--- src/rtl/sslm_pkg.sv ---
`timescale 1ns / 1ps
// ----------------------------------------------------------------------------
// Staged slew lowpass mixer package
// Shared widths, register map, command codes and structures.
// ----------------------------------------------------------------------------
package sslm_pkg;

    localparam int SAMPLE_BITS_DEF = 24;
    localparam int COEF_BITS_DEF   = 20;

    localparam int DATA_BITS     = 32;
    localparam int DIFF_BITS     = 33;
    localparam int MUL_A_BITS    = 33;
    localparam int MUL_B_BITS    = 23;
    localparam int PROD_BITS     = MUL_A_BITS + MUL_B_BITS;
    localparam int ACC_BITS      = 58;
    localparam int COEF_REG_BITS = 60;
    localparam int MIX_BITS      = 18;
    localparam int WET_BITS      = 17;
    localparam int APB_ADDR_BITS = 6;
    localparam int APB_DATA_BITS = 64;
    localparam int REG_IDX_BITS  = 3;
    localparam int NUM_UNITS     = 4;
    localparam int UNIT_BITS     = 2;
    localparam int LN10_SHIFT    = 20;
    localparam int WET_SHIFT     = 16;

    localparam logic [REG_IDX_BITS-1:0] REG_STAGE_ONE   = 3'd0;
    localparam logic [REG_IDX_BITS-1:0] REG_STAGE_TWO   = 3'd1;
    localparam logic [REG_IDX_BITS-1:0] REG_STAGE_THREE = 3'd2;
    localparam logic [REG_IDX_BITS-1:0] REG_FINAL       = 3'd3;
    localparam logic [REG_IDX_BITS-1:0] REG_MIX         = 3'd4;

    localparam logic [UNIT_BITS-1:0] UNIT_ONE   = 2'd0;
    localparam logic [UNIT_BITS-1:0] UNIT_TWO   = 2'd1;
    localparam logic [UNIT_BITS-1:0] UNIT_THREE = 2'd2;
    localparam logic [UNIT_BITS-1:0] UNIT_FINAL = 2'd3;

    localparam logic [MIX_BITS-1:0] MIX_ONE = 18'd65536;
    localparam logic [MIX_BITS-1:0] MIX_TWO = 18'd131072;
    localparam logic [MIX_BITS-1:0] MIX_MAX = 18'd196608;
    localparam logic [WET_BITS-1:0] WET_ONE = 17'd65536;

    localparam logic [COEF_REG_BITS-1:0] COEF_REG_MASK = {COEF_REG_BITS{1'b1}};
    localparam logic [MIX_BITS-1:0]      MIX_REG_MASK  = {MIX_BITS{1'b1}};

    localparam logic signed [MUL_B_BITS-1:0] LN10_Q20 = 23'sd2414435;

    localparam logic [2:0] A_X    = 3'd0;
    localparam logic [2:0] A_X1   = 3'd1;
    localparam logic [2:0] A_X2   = 3'd2;
    localparam logic [2:0] A_Y1   = 3'd3;
    localparam logic [2:0] A_Y2   = 3'd4;
    localparam logic [2:0] A_DIFF = 3'd5;
    localparam logic [2:0] A_WET  = 3'd6;

    localparam logic [2:0] B_B0   = 3'd0;
    localparam logic [2:0] B_A1   = 3'd1;
    localparam logic [2:0] B_A2   = 3'd2;
    localparam logic [2:0] B_LN10 = 3'd3;
    localparam logic [2:0] B_WET  = 3'd4;
    localparam logic [2:0] B_DRY  = 3'd5;

    localparam logic [2:0] ACC_NONE = 3'd0;
    localparam logic [2:0] ACC_LOAD = 3'd1;
    localparam logic [2:0] ACC_ADD  = 3'd2;
    localparam logic [2:0] ACC_ADD2 = 3'd3;
    localparam logic [2:0] ACC_SUB  = 3'd4;

    localparam logic [1:0] FIN_NONE = 2'd0;
    localparam logic [1:0] FIN_Y    = 2'd1;
    localparam logic [1:0] FIN_S    = 2'd2;
    localparam logic [1:0] FIN_X    = 2'd3;

    typedef struct packed {
        logic                 load_in;
        logic                 upd;
        logic                 out_load;
        logic [UNIT_BITS-1:0] unit;
        logic [2:0]           a_sel;
        logic [2:0]           b_sel;
        logic [2:0]           acc_op;
        logic [1:0]           fin_op;
    } cmd_t;

    typedef struct packed {
        logic [NUM_UNITS-1:0] unit_act;
    } sts_t;

    typedef struct packed {
        logic [NUM_UNITS-1:0][COEF_REG_BITS-1:0] coefs;
        logic [MIX_BITS-1:0]                     mix;
    } cfg_t;

    typedef struct packed {
        logic signed [DATA_BITS-1:0] x1;
        logic signed [DATA_BITS-1:0] x2;
        logic signed [DATA_BITS-1:0] y1;
        logic signed [DATA_BITS-1:0] y2;
    } hist_t;

endpackage

--- src/rtl/sslm_regs.sv ---
`timescale 1ns / 1ps
// ----------------------------------------------------------------------------
// Staged slew lowpass mixer configuration registers
// APB register file holding the four coefficient sets and the mix amount.
// ----------------------------------------------------------------------------
module sslm_regs (
    input  logic                                aclk,
    input  logic                                aresetn,
    input  logic                                psel,
    input  logic                                penable,
    input  logic                                pwrite,
    input  logic [sslm_pkg::APB_ADDR_BITS-1:0]  paddr,
    input  logic [sslm_pkg::APB_DATA_BITS-1:0]  pwdata,
    output logic [sslm_pkg::APB_DATA_BITS-1:0]  prdata,
    output logic                                pready,
    output sslm_pkg::cfg_t                      cfg
);
    import sslm_pkg::*;

    logic [NUM_UNITS-1:0][COEF_REG_BITS-1:0] coefs_reg;
    logic [MIX_BITS-1:0]                     mix_reg;
    logic [REG_IDX_BITS-1:0]                 idx;
    logic                                    wr;

    assign idx    = paddr[APB_ADDR_BITS-1:3];
    assign wr     = psel && penable && pwrite;
    assign pready = 1'b1;

    always_ff @(posedge aclk) begin
        if (!aresetn) begin
            coefs_reg <= '0;
            mix_reg   <= '0;
        end else if (wr) begin
            case (idx)
                REG_STAGE_ONE:   coefs_reg[UNIT_ONE]   <= pwdata[COEF_REG_BITS-1:0];
                REG_STAGE_TWO:   coefs_reg[UNIT_TWO]   <= pwdata[COEF_REG_BITS-1:0];
                REG_STAGE_THREE: coefs_reg[UNIT_THREE] <= pwdata[COEF_REG_BITS-1:0];
                REG_FINAL:       coefs_reg[UNIT_FINAL] <= pwdata[COEF_REG_BITS-1:0];
                REG_MIX:         mix_reg               <= pwdata[MIX_BITS-1:0];
                default: ;
            endcase
        end
    end

    always_comb begin
        case (idx)
            REG_STAGE_ONE:   prdata = APB_DATA_BITS'(coefs_reg[UNIT_ONE]);
            REG_STAGE_TWO:   prdata = APB_DATA_BITS'(coefs_reg[UNIT_TWO]);
            REG_STAGE_THREE: prdata = APB_DATA_BITS'(coefs_reg[UNIT_THREE]);
            REG_FINAL:       prdata = APB_DATA_BITS'(coefs_reg[UNIT_FINAL]);
            REG_MIX:         prdata = APB_DATA_BITS'(mix_reg);
            default:         prdata = '0;
        endcase
    end

    assign cfg.coefs = coefs_reg;
    assign cfg.mix   = mix_reg;

endmodule

--- src/rtl/sslm_ctrl.sv ---
`timescale 1ns / 1ps
// ----------------------------------------------------------------------------
// Staged slew lowpass mixer controller
// Sequences the filter units through the shared multiply-accumulate datapath.
// ----------------------------------------------------------------------------
module sslm_ctrl (
    input  logic           aclk,
    input  logic           aresetn,
    input  logic           s_valid,
    output logic           s_ready,
    output logic           m_valid,
    input  logic           m_ready,
    input  sslm_pkg::sts_t sts,
    output sslm_pkg::cmd_t cmd
);
    import sslm_pkg::*;

    localparam logic [1:0] ST_IDLE = 2'd0;
    localparam logic [1:0] ST_RUN  = 2'd1;
    localparam logic [1:0] ST_PUSH = 2'd2;

    localparam logic [3:0] S_MX   = 4'd0;
    localparam logic [3:0] S_MX1  = 4'd1;
    localparam logic [3:0] S_MX2  = 4'd2;
    localparam logic [3:0] S_MY1  = 4'd3;
    localparam logic [3:0] S_MY2  = 4'd4;
    localparam logic [3:0] S_ACCB = 4'd5;
    localparam logic [3:0] S_FINY = 4'd6;
    localparam logic [3:0] S_UPD  = 4'd7;
    localparam logic [3:0] S_MD   = 4'd8;
    localparam logic [3:0] S_ACCD = 4'd9;
    localparam logic [3:0] S_FINS = 4'd10;
    localparam logic [3:0] S_MW   = 4'd11;
    localparam logic [3:0] S_MDRY = 4'd12;
    localparam logic [3:0] S_ACCX = 4'd13;
    localparam logic [3:0] S_FINX = 4'd14;

    logic [1:0]           state_reg, state_next;
    logic [3:0]           step_reg, step_next;
    logic [UNIT_BITS-1:0] unit_reg, unit_next;
    logic                 m_valid_reg, m_valid_next;

    always_ff @(posedge aclk) begin
        if (!aresetn) begin
            state_reg   <= ST_IDLE;
            step_reg    <= S_MX;
            unit_reg    <= UNIT_ONE;
            m_valid_reg <= 1'b0;
        end else begin
            state_reg   <= state_next;
            step_reg    <= step_next;
            unit_reg    <= unit_next;
            m_valid_reg <= m_valid_next;
        end
    end

    always_comb begin
        state_next   = state_reg;
        step_next    = step_reg;
        unit_next    = unit_reg;
        m_valid_next = m_valid_reg && !m_ready;
        cmd          = '0;
        cmd.unit     = unit_reg;
        s_ready      = 1'b0;
        case (state_reg)
            ST_IDLE: begin
                s_ready = 1'b1;
                if (s_valid) begin
                    cmd.load_in = 1'b1;
                    unit_next   = UNIT_ONE;
                    step_next   = S_MX;
                    state_next  = ST_RUN;
                end
            end
            ST_RUN: begin
                if (step_reg == S_MX && !sts.unit_act[unit_reg]) begin
                    if (unit_reg == UNIT_FINAL) begin
                        state_next = ST_PUSH;
                    end else begin
                        unit_next = unit_reg + 1'b1;
                    end
                end else begin
                    step_next = step_reg + 1'b1;
                    case (step_reg)
                        S_MX: begin
                            cmd.a_sel = A_X;
                            cmd.b_sel = B_B0;
                        end
                        S_MX1: begin
                            cmd.a_sel  = A_X1;
                            cmd.b_sel  = B_B0;
                            cmd.acc_op = ACC_LOAD;
                        end
                        S_MX2: begin
                            cmd.a_sel  = A_X2;
                            cmd.b_sel  = B_B0;
                            cmd.acc_op = ACC_ADD2;
                        end
                        S_MY1: begin
                            cmd.a_sel  = A_Y1;
                            cmd.b_sel  = B_A1;
                            cmd.acc_op = ACC_ADD;
                        end
                        S_MY2: begin
                            cmd.a_sel  = A_Y2;
                            cmd.b_sel  = B_A2;
                            cmd.acc_op = ACC_SUB;
                        end
                        S_ACCB: cmd.acc_op = ACC_SUB;
                        S_FINY: cmd.fin_op = FIN_Y;
                        S_UPD: begin
                            cmd.upd = 1'b1;
                            if (unit_reg == UNIT_FINAL) begin
                                step_next = S_MW;
                            end
                        end
                        S_MD: begin
                            cmd.a_sel = A_DIFF;
                            cmd.b_sel = B_LN10;
                        end
                        S_ACCD: cmd.acc_op = ACC_LOAD;
                        S_FINS: cmd.fin_op = FIN_S;
                        S_MW: begin
                            cmd.a_sel = A_WET;
                            cmd.b_sel = B_WET;
                        end
                        S_MDRY: begin
                            cmd.a_sel  = A_X;
                            cmd.b_sel  = B_DRY;
                            cmd.acc_op = ACC_LOAD;
                        end
                        S_ACCX: cmd.acc_op = ACC_ADD;
                        S_FINX: begin
                            cmd.fin_op = FIN_X;
                            step_next  = S_MX;
                            if (unit_reg == UNIT_FINAL) begin
                                state_next = ST_PUSH;
                            end else begin
                                unit_next = unit_reg + 1'b1;
                            end
                        end
                        default: step_next = S_MX;
                    endcase
                end
            end
            ST_PUSH: begin
                if (!m_valid_reg || m_ready) begin
                    cmd.out_load = 1'b1;
                    m_valid_next = 1'b1;
                    state_next   = ST_IDLE;
                end
            end
            default: state_next = ST_IDLE;
        endcase
    end

    assign m_valid = m_valid_reg;

endmodule

--- src/rtl/sslm_dp.sv ---
`timescale 1ns / 1ps
// ----------------------------------------------------------------------------
// Staged slew lowpass mixer datapath
// Shared multiplier, accumulator, rounding and saturation, filter state.
// ----------------------------------------------------------------------------
module sslm_dp #(
    parameter int SAMPLE_BITS = sslm_pkg::SAMPLE_BITS_DEF,
    parameter int COEF_BITS   = sslm_pkg::COEF_BITS_DEF
) (
    input  logic                          aclk,
    input  logic                          aresetn,
    input  sslm_pkg::cmd_t                cmd,
    input  sslm_pkg::cfg_t                cfg,
    input  logic signed [SAMPLE_BITS-1:0] s_sample_in,
    output logic signed [SAMPLE_BITS-1:0] m_sample_out,
    output sslm_pkg::sts_t                sts
);
    import sslm_pkg::*;

    localparam logic signed [ACC_BITS-1:0] ACC_ONE  = {{(ACC_BITS-1){1'b0}}, 1'b1};
    localparam logic signed [ACC_BITS-1:0] ACC_DMAX =
        {{(ACC_BITS-DATA_BITS+1){1'b0}}, {(DATA_BITS-1){1'b1}}};
    localparam logic signed [ACC_BITS-1:0] ACC_DMIN = ~ACC_DMAX;
    localparam logic signed [DATA_BITS-1:0] OUT_MAX =
        {{(DATA_BITS-SAMPLE_BITS+1){1'b0}}, {(SAMPLE_BITS-1){1'b1}}};
    localparam logic signed [DATA_BITS-1:0] OUT_MIN = ~OUT_MAX;

    logic signed [DATA_BITS-1:0]   x_reg, y_reg, w_reg;
    logic signed [DIFF_BITS-1:0]   diff_reg;
    logic signed [PROD_BITS-1:0]   p_reg;
    logic signed [ACC_BITS-1:0]    acc_reg;
    logic signed [SAMPLE_BITS-1:0] out_reg;
    hist_t                         hist_reg [NUM_UNITS];
    logic signed [DATA_BITS-1:0]   prev_reg [3];

    logic [MIX_BITS-1:0]           mix_c;
    logic [WET_BITS-1:0]           wa, wb, wc, wet, dry;
    logic [COEF_REG_BITS-1:0]      coef;
    logic signed [MUL_B_BITS-1:0]  b0, a1, a2;
    hist_t                         hist;
    logic signed [DATA_BITS-1:0]   prev;
    logic signed [MUL_A_BITS-1:0]  a_op;
    logic signed [MUL_B_BITS-1:0]  b_op;
    logic signed [ACC_BITS-1:0]    p_ext, half, rnd, sh;
    logic signed [DATA_BITS-1:0]   fin_val;

    always_comb begin
        mix_c = (cfg.mix > MIX_MAX) ? MIX_MAX : cfg.mix;
        if (mix_c < MIX_ONE) begin
            wa = WET_BITS'(mix_c);
            wb = '0;
            wc = '0;
        end else if (mix_c < MIX_TWO) begin
            wa = WET_ONE;
            wb = WET_BITS'(mix_c - MIX_ONE);
            wc = '0;
        end else begin
            wa = WET_ONE;
            wb = WET_ONE;
            wc = WET_BITS'(mix_c - MIX_TWO);
        end
    end

    always_comb begin
        case (cmd.unit)
            UNIT_ONE:   wet = wa;
            UNIT_TWO:   wet = wb;
            UNIT_THREE: wet = wc;
            default:    wet = wa;
        endcase
        dry = WET_ONE - wet;
    end

    assign sts.unit_act = {(wa != '0), (wc != '0), (wb != '0), (wa != '0)};

    always_comb begin
        coef = cfg.coefs[cmd.unit];
        b0   = MUL_B_BITS'(signed'(coef[COEF_BITS-1:0]));
        a1   = MUL_B_BITS'(signed'(coef[2*COEF_BITS-1:COEF_BITS]));
        a2   = MUL_B_BITS'(signed'(coef[3*COEF_BITS-1:2*COEF_BITS]));
        hist = hist_reg[cmd.unit];
        case (cmd.unit)
            UNIT_ONE:   prev = prev_reg[0];
            UNIT_TWO:   prev = prev_reg[1];
            UNIT_THREE: prev = prev_reg[2];
            default:    prev = '0;
        endcase
    end

    always_comb begin
        case (cmd.a_sel)
            A_X:     a_op = MUL_A_BITS'(x_reg);
            A_X1:    a_op = MUL_A_BITS'(hist.x1);
            A_X2:    a_op = MUL_A_BITS'(hist.x2);
            A_Y1:    a_op = MUL_A_BITS'(hist.y1);
            A_Y2:    a_op = MUL_A_BITS'(hist.y2);
            A_DIFF:  a_op = diff_reg;
            A_WET:   a_op = MUL_A_BITS'(w_reg);
            default: a_op = '0;
        endcase
        case (cmd.b_sel)
            B_B0:    b_op = b0;
            B_A1:    b_op = a1;
            B_A2:    b_op = a2;
            B_LN10:  b_op = LN10_Q20;
            B_WET:   b_op = signed'(MUL_B_BITS'(wet));
            B_DRY:   b_op = signed'(MUL_B_BITS'(dry));
            default: b_op = '0;
        endcase
    end

    always_comb begin
        p_ext = ACC_BITS'(p_reg);
        case (cmd.fin_op)
            FIN_Y:   half = ACC_ONE <<< (COEF_BITS - 4);
            FIN_S:   half = ACC_ONE <<< (LN10_SHIFT - 1);
            default: half = ACC_ONE <<< (WET_SHIFT - 1);
        endcase
        rnd = acc_reg + half;
        case (cmd.fin_op)
            FIN_Y:   sh = rnd >>> (COEF_BITS - 3);
            FIN_S:   sh = rnd >>> LN10_SHIFT;
            default: sh = rnd >>> WET_SHIFT;
        endcase
        if (sh > ACC_DMAX) begin
            fin_val = ACC_DMAX[DATA_BITS-1:0];
        end else if (sh < ACC_DMIN) begin
            fin_val = ACC_DMIN[DATA_BITS-1:0];
        end else begin
            fin_val = sh[DATA_BITS-1:0];
        end
    end

    always_ff @(posedge aclk) begin
        p_reg <= a_op * b_op;
        case (cmd.acc_op)
            ACC_LOAD: acc_reg <= p_ext;
            ACC_ADD:  acc_reg <= acc_reg + p_ext;
            ACC_ADD2: acc_reg <= acc_reg + (p_ext <<< 1);
            ACC_SUB:  acc_reg <= acc_reg - p_ext;
            default:  acc_reg <= acc_reg;
        endcase
        if (cmd.load_in) begin
            x_reg <= DATA_BITS'(s_sample_in);
        end
        case (cmd.fin_op)
            FIN_Y:   y_reg <= fin_val;
            FIN_S:   w_reg <= fin_val;
            FIN_X:   x_reg <= fin_val;
            default: ;
        endcase
        if (cmd.upd) begin
            if (cmd.unit == UNIT_FINAL) begin
                w_reg <= y_reg;
            end else begin
                diff_reg <= DIFF_BITS'(y_reg) - DIFF_BITS'(prev);
            end
        end
        if (cmd.out_load) begin
            if (x_reg > OUT_MAX) begin
                out_reg <= OUT_MAX[SAMPLE_BITS-1:0];
            end else if (x_reg < OUT_MIN) begin
                out_reg <= OUT_MIN[SAMPLE_BITS-1:0];
            end else begin
                out_reg <= x_reg[SAMPLE_BITS-1:0];
            end
        end
    end

    always_ff @(posedge aclk) begin
        if (!aresetn) begin
            for (int i = 0; i < NUM_UNITS; i++) begin
                hist_reg[i] <= '0;
            end
            for (int i = 0; i < 3; i++) begin
                prev_reg[i] <= '0;
            end
        end else if (cmd.upd) begin
            hist_reg[cmd.unit].x2 <= hist.x1;
            hist_reg[cmd.unit].x1 <= x_reg;
            hist_reg[cmd.unit].y2 <= hist.y1;
            hist_reg[cmd.unit].y1 <= y_reg;
            case (cmd.unit)
                UNIT_ONE:   prev_reg[0] <= y_reg;
                UNIT_TWO:   prev_reg[1] <= y_reg;
                UNIT_THREE: prev_reg[2] <= y_reg;
                default: ;
            endcase
        end
    end

    assign m_sample_out = out_reg;

endmodule

--- src/rtl/staged_slew_lowpass_mixer.sv ---
`timescale 1ns / 1ps
// ----------------------------------------------------------------------------
// Staged slew lowpass mixer
// Up to three slew stages of lowpass biquad, scaled difference and crossfade,
// then a final smoothing lowpass crossfade and saturation to full scale.
// ----------------------------------------------------------------------------
//  Channel  | Direction | Ports                                  | Handshake
//  ---------+-----------+----------------------------------------+-----------
//  input    | in        | s_valid, s_ready, s_sample_in          | valid/ready
//  result   | out       | m_valid, m_ready, m_sample_out         | valid/ready
//  config   | in        | psel, penable, pwrite, paddr, pwdata,  | APB
//           |           | prdata, pready                         |
//
// One shared 33x23 multiplier is used for every product. Each active slew stage
// and then the final smoothing stage runs its multiply-accumulate sequence in
// turn, an inactive stage is skipped, and the result is loaded into the output
// register once the previous result has been taken. The next input transaction
// is taken while a result waits in the output register. Reset is synchronous and clears all filter state.
// ----------------------------------------------------------------------------
module staged_slew_lowpass_mixer #(
    parameter int SAMPLE_BITS = sslm_pkg::SAMPLE_BITS_DEF,
    parameter int COEF_BITS   = sslm_pkg::COEF_BITS_DEF
) (
    input  logic                                aclk,
    input  logic                                aresetn,
    input  logic                                s_valid,
    output logic                                s_ready,
    input  logic signed [SAMPLE_BITS-1:0]       s_sample_in,
    output logic                                m_valid,
    input  logic                                m_ready,
    output logic signed [SAMPLE_BITS-1:0]       m_sample_out,
    input  logic                                psel,
    input  logic                                penable,
    input  logic                                pwrite,
    input  logic [sslm_pkg::APB_ADDR_BITS-1:0]  paddr,
    input  logic [sslm_pkg::APB_DATA_BITS-1:0]  pwdata,
    output logic [sslm_pkg::APB_DATA_BITS-1:0]  prdata,
    output logic                                pready
);
    import sslm_pkg::*;

    cfg_t cfg;
    cmd_t cmd;
    sts_t sts;

    sslm_regs u_regs (
        .aclk    (aclk),
        .aresetn (aresetn),
        .psel    (psel),
        .penable (penable),
        .pwrite  (pwrite),
        .paddr   (paddr),
        .pwdata  (pwdata),
        .prdata  (prdata),
        .pready  (pready),
        .cfg     (cfg)
    );

    sslm_ctrl u_ctrl (
        .aclk    (aclk),
        .aresetn (aresetn),
        .s_valid (s_valid),
        .s_ready (s_ready),
        .m_valid (m_valid),
        .m_ready (m_ready),
        .sts     (sts),
        .cmd     (cmd)
    );

    sslm_dp #(
        .SAMPLE_BITS (SAMPLE_BITS),
        .COEF_BITS   (COEF_BITS)
    ) u_dp (
        .aclk         (aclk),
        .aresetn      (aresetn),
        .cmd          (cmd),
        .cfg          (cfg),
        .s_sample_in  (s_sample_in),
        .m_sample_out (m_sample_out),
        .sts          (sts)
    );

endmodule

--- config.mk ---
export PLATFORM = sky130hd
export DESIGN_NAME = staged_slew_lowpass_mixer
export DESIGN_NICKNAME = d
export VERILOG_FILES = /design/src/rtl/sslm_pkg.sv /design/src/rtl/sslm_regs.sv /design/src/rtl/sslm_ctrl.sv /design/src/rtl/sslm_dp.sv /design/src/rtl/staged_slew_lowpass_mixer.sv
export SDC_FILE = /design/constraint.sdc
export NUM_CORES = 2
export LEC_CHECK = 0
export BUFFER_PORTS_ARGS = -buffer_cell sky130_fd_sc_hd__clkbuf_2
export CORE_ASPECT_RATIO = 2
export CORE_MARGIN = 4
export CORE_UTILIZATION = 40
export CTS_CLUSTER_DIAMETER = 30
export DETAILED_ROUTE_END_ITERATION = 8
export GPL_TIMING_DRIVEN = 0
export PLACE_DENSITY_LB_ADDON = 0.2
export SLEW_MARGIN = 10
export SYNTH_ARGS = -nofsm -noshare
export SYNTH_HDL_FRONTEND = slang
export SYNTH_SLANG_ARGS = --single-unit
--- constraint.sdc ---
create_clock -name aclk -period 17.1 [get_ports aclk]
set_clock_uncertainty 0.2 [all_clocks]
set_input_delay 3.42 -clock aclk [delete_from_list [all_inputs] [get_ports aclk]]
set_output_delay 3.42 -clock aclk [all_outputs]
set_load 0.01 [all_outputs]
* Word-level counts from Yosys, hierarchy flattened
Memory sizes are Yosys's and may differ from the RTL's. A register that Yosys moved wholly into a read port is not among the register bits.
Cells that the tools add are included.
Widths: inputs -> output; s select.
** Word-level totals
- Logic and storage cells :: 201
- Flip-flop bits (word level) :: 534
- Output and inout port bits :: 91
- Memories kept :: 2
- Input port bits :: 101
- RAM bits :: 608
** Operators by class
- Equality and inequality tests :: 45
- Multiply operators :: 1
- Bitwise logic cells :: 4
- Magnitude comparators :: 8
- Multiplexer cells :: 81
- Reductions and logical operators :: 34
- $add $sub $neg :: 10
** Memory list
- u_dp.hist_reg :: words 4, bits a word 128, read ports 1, clocked after memory_dff 1, write ports 4, RTL line sslm_dp.sv:33 : hist_t hist_reg [NUM_UNITS];
- u_dp.prev_reg :: words 3, bits a word 32, read ports 3, clocked after memory_dff 0, write ports 3, RTL line sslm_dp.sv:34 : logic signed [DATA_BITS-1:0] prev_reg [3];
** Operators by type and width (number)
- $mux 32 :: 10
- $pmux 60 s5 :: 1
- $pmux 58 s4 :: 1
- $pmux 33 s7 :: 1
- $pmux 23 s6 :: 1
- $mux 128 :: 1
- $reduce_or 128->1 :: 1
- $bmux 60 s2 :: 1
- $pmux 32 s3 :: 1
- $mux 17 :: 5
- $pmux 41 s2 :: 1
- $mux 60 :: 1
- $add 58x21->58 :: 1
- $add 58x56->58 :: 1
- $add 58x57->58 :: 1
- $sub 58x56->58 :: 1
- $mul 33x23->56 :: 1
- $reduce_bool 17->1 :: 3
- $gt 42x32->1 const B :: 1
- $lt 42x32->1 const B :: 1
- $pmux 6 s7 :: 1
- $pmux 20 s2 :: 1
- $pmux 17 s2 :: 1
- $sub 32x32->33 :: 1
- 49 further kinds :: 144

* Depth between registers and ports, before layout
- Depth in word-level cells :: 22
- Gate-level depth with buffers :: 48
- Depth with buffers taken out :: 39

* By module
From an unflattened synthesis, not the netlist that was laid out.
** Second synthesis, totals
- Cells, all modules :: 8714
- Area, all modules :: 89484.6 um2
** By module, submodules not included
- sslm_dp :: cells an instance 7503, seq. area each 25394.4 um2, times used 1, area an instance 77174.0 um2
- sslm_regs :: cells an instance 1101, seq. area each 5165.0 um2, times used 1, area an instance 11524.8 um2
- sslm_ctrl :: cells an instance 110, seq. area each 180.2 um2, times used 1, area an instance 785.8 um2

* Least setup slack after synthesis
OpenSTA, ideal clock, no wires.
- Path kind :: input to register
- Start point :: input port aresetn
- End point :: memory u_dp.hist_reg[1][0] (netlist bit) (enable)
- Buffers on the path :: 1
- Arrival time :: 12.682 ns
- Required time :: 16.108 ns
- Library setup time :: 0.792 ns
- Path slack :: 3.426 ns
- Cell stages on the path :: 3
- Path through :: clkbuf_1 nand2_1 o21ai_0
** RTL lines
- start, declared :: RTL line staged_slew_lowpass_mixer.sv:25 : input logic aresetn,
- end, declared :: RTL line sslm_dp.sv:33

* Worst setup path after layout
- Start point :: register u_ctrl.unit_reg[0]
- End point :: register u_dp.p_reg[55]
** On the way
- Cells in the longest elaborated chain, start to end :: 9
- Elaborated cells on any way between the ends :: 28
- Classes of those cells :: add/sub: 1; mul: 1; eq/ne: 13; mux: 9; reduce/logical: 4
** RTL lines
- start, declared :: RTL line sslm_ctrl.sv:40 : logic [UNIT_BITS-1:0] unit_reg, unit_next;
- start signal, assigned :: RTL line sslm_ctrl.sv:52 : unit_reg <= unit_next;
- parallel branches: the longest is 8 deep, another holds $sub 17x17->17
- $mul 33x23->56 * :: RTL line sslm_dp.sv:135 : p_reg <= a_op * b_op;
- end signal, assigned :: RTL line sslm_dp.sv:135
- end, declared :: RTL line sslm_dp.sv:30 : logic signed [PROD_BITS-1:0] p_reg;
Every way passes the cells marked *. The select of a mux whose other input is x is not followed.
A chain may end at the register's enable or synchronous reset.

==> impl_metrics.env <==
export IMPL_ctsLongestPathBuffers=4
export IMPL_track_usage_pct=35.7
export IMPL_leakage_nw=42.3
export IMPL_cts_tree="done"
export IMPL_synthTopCellsByCount="nand2_1 (1,221), inv_1 (1,002), edfxtp_1 (787)"
export IMPL_die_w_microns=342
export IMPL_end_kind="flip-flop"
export IMPL_worst_slack_ns=0.485
export IMPL_whs_ns=0.277
export IMPL_worst_pin_slew_ns=1.39
export IMPL_hpwl_microns=337000
export IMPL_pwr_density_cell_nw_per_um2=90.5
export IMPL_yosysMostFrequentCell="nand2_1"
export IMPL_drc=0
export IMPL_drive_above_1_share_pct=10.9
export IMPL_fin_util_pct=45.9
export IMPL_vias=72700
export IMPL_crit_path_start_kind="flip-flop"
export IMPL_cap_violations=0
export IMPL_seq_area_frac_synth_pct=34.5
export IMPL_cts_buffers=202
export IMPL_worstHoldStart="u_regs.cfg[219]"
export IMPL_wirelength_microns=414000
export IMPL_nets=10400
export IMPL_place_congestion=1.05
export IMPL_max_freq_mhz=60.2
export IMPL_synth_area_sq_um=89100
export IMPL_slew_violations=0
export IMPL_startpoint="u_ctrl.unit_reg[0]"
export IMPL_vias_per_cell=5.87
export IMPL_clk_pin_slew_ns=0.05
export IMPL_overflow=0
export IMPL_worst_setup_path_type="reg2reg"
export IMPL_drt_pre_antenna_iters=6
export IMPL_drt_iter0_markers=6074
export IMPL_wl_per_cell_microns=33.5
export IMPL_rsz0062_at_grt="false"
export IMPL_synth_edf_count=787
export IMPL_dp_slack_ns=-0.954
export IMPL_period_minus_slack_ns=16.62
export IMPL_netlist_instances=8824
export IMPL_die_h_microns=675
export IMPL_syn_to_final_growth_pct=14.0
export IMPL_clkSinkCount=1144
export IMPL_grt_pass1_wl_microns=575000
export IMPL_grt_antenna_before_repair=31
export IMPL_grt_max_degree=50
export IMPL_cts_resized_gates=2
export IMPL_antenna_left=0
export IMPL_critical_path_top_delay_family="compound AO/OA/AOI/OAI gates"
export IMPL_max_stage_delay_ns=1.01
export IMPL_synth_top_area_cell="edfxtp_1"
export IMPL_synth_area_top_cells="edfxtp_1 (27%), fa_1 (18%), dfxtp_1 (8.0%), mux4_2 (5.8%), nand2_1 (5.1%)"
export IMPL_die_area_sq_um=231000
export IMPL_ios=192
export IMPL_postCtsSetupRepairBufs=0
export IMPL_start_util_pct=40.3
export IMPL_synth_cell_types=90
export IMPL_worstPathMaxFanout=28
export IMPL_rows=244
export IMPL_core_area_sq_um=221000
export IMPL_worstReg2RegStart="u_ctrl.unit_reg[0]"
export IMPL_synth_top_flop_cell="edfxtp_1"
export IMPL_synth_seq_cells=1144
export IMPL_grt_pass1_vias=76800
export IMPL_cts_root_buffer="clkbuf_16"
export IMPL_portBuffers=177
export IMPL_clock_latency_ns=0.93
export IMPL_holdBufCountCts=0
export IMPL_worst_ep_arrival_time_ns=17.03
export IMPL_avgSynthCellArea_sq_um=10.1
export IMPL_hold_class="reg2reg"
export IMPL_yosysTopAreaCellShare_pct=26.5
export IMPL_relSlewSlack_pct=6.51
export IMPL_final_fill_count=21200
export IMPL_status="finished, final reports clean"
export IMPL_vdd_drop_max_v=0.0000891
export IMPL_async_flop_share_pct=0
export IMPL_worst_path_buf_inv=13
export IMPL_cts_max_level=4
export IMPL_cp_required_ns=17.52
export IMPL_setup_viol=0
export IMPL_slowest_stage="buf_2"
export IMPL_yosys_warnings=0
export IMPL_finalHoldViolations=0
export IMPL_period_share_pct=97.2
export IMPL_largest_reg_flops=512
[metrics by stage]
step	total power, mW	setup TNS (ns)	std cells	cell area [sq um]
final	9.19	0	12400	102000
after global routing	9.43	0	12400	101000
after CTS	9.17	0	12400	101000
after detailed placement	5.02	-2.60	12000	94600
after global placement	5.02	-1457.84	12000	93700
after floorplan	4.25	0	8827	89100
[worst min-delay path, delay by kind of cell, from the launching register on]
kind	cells	cell delay, ns
flip-flops	1	0.31
AND/OR/NAND/NOR	1	0.05
AO/OA/AOI/OAI	1	0.06
[report_power, final]
| group | total (mW) | leakage [nW] | internal, mW | switching [mW] |
|---|---|---|---|---|
| clock | 4.19 | 3.33 | 2.60 | 1.58 |
| combinational | 1.85 | 28.2 | 0.602 | 1.24 |
| sequential | 3.15 | 10.8 | 3.03 | 0.120 |
[kinds of logic (layout without fill, tap and decap cells)]
group	Yosys count	count (layout)	synth area share (%)
mux	303	303	6.72
fa+ha+maj	1087	1087	21.8
compound gates	1508	1508	11.6
other cells	2	32	0.00843
buf+inv	1548	2125	6.65
simple gates	2939	2939	15.8
flops	1144	1144	34.5
xor+xnor	293	293	2.88
[worst paths after layout]
check | endpoint | slack [ns] | depth (start not counted)
min | u_regs.cfg[219] | 0.28 | 2
max reg2reg | u_dp.p_reg[55] | 0.48 | 41
max | u_dp.p_reg[55] | 0.48 | 41
min reg2reg | u_regs.cfg[219] | 0.28 | 2
[cell type report]
type                    instances  area [sq um]  area share, %
multi-input cells            6135         52600           51.8
flip-flops and latches       1144         30800           30.3
clock buffers                 233          5280           5.20
inverters                    1003          3760           3.71
well taps                    2952          3690           3.64
plain buffers                 542          2170           2.14
clock inverters               134          1610           1.58
repair buffers                213          1580           1.56
diodes                         27          67.6         0.0665
[layout by cell type (no fill, tap or decap), drive strengths merged, types with 32 or more instances in the layout]
| cell type | count |
|---|---|
| inv | 1044 |
| clkbuf | 869 |
| xor2 | 123 |
| nor3 | 65 |
| ha | 307 |
| a31oi | 55 |
| and3 | 166 |
| or2 | 52 |
| a22oi | 136 |
| a21oi | 284 |
| buf | 118 |
| nor2 | 508 |
| dfxtp | 357 |
| fa | 780 |
| and2 | 459 |
| o21ai | 254 |
| nand3 | 67 |
| a222oi | 35 |
| nor4 | 32 |
| xnor2 | 170 |
| a221oi | 45 |
| clkinv | 54 |
| o21a | 63 |
| mux4 | 230 |
| nand4 | 75 |
| mux2 | 60 |
| a21o | 97 |
| o21bai | 38 |
| edfxtp | 787 |
| nor2b | 123 |
| a21boi | 268 |
| nand2b | 80 |
| nand2 | 1221 |
[routing by layer]
layer  global-route usage, %  up-vias  wire length [microns]
met4                    41.9       14                  62700
met3                    6.74     1562                  26900
met2                    61.7     3603                 203000
met5                       0        -                     93
li1                        -    30900                      -
met1                    32.6    36600                 122000
(Power assumes the default switching activity.)
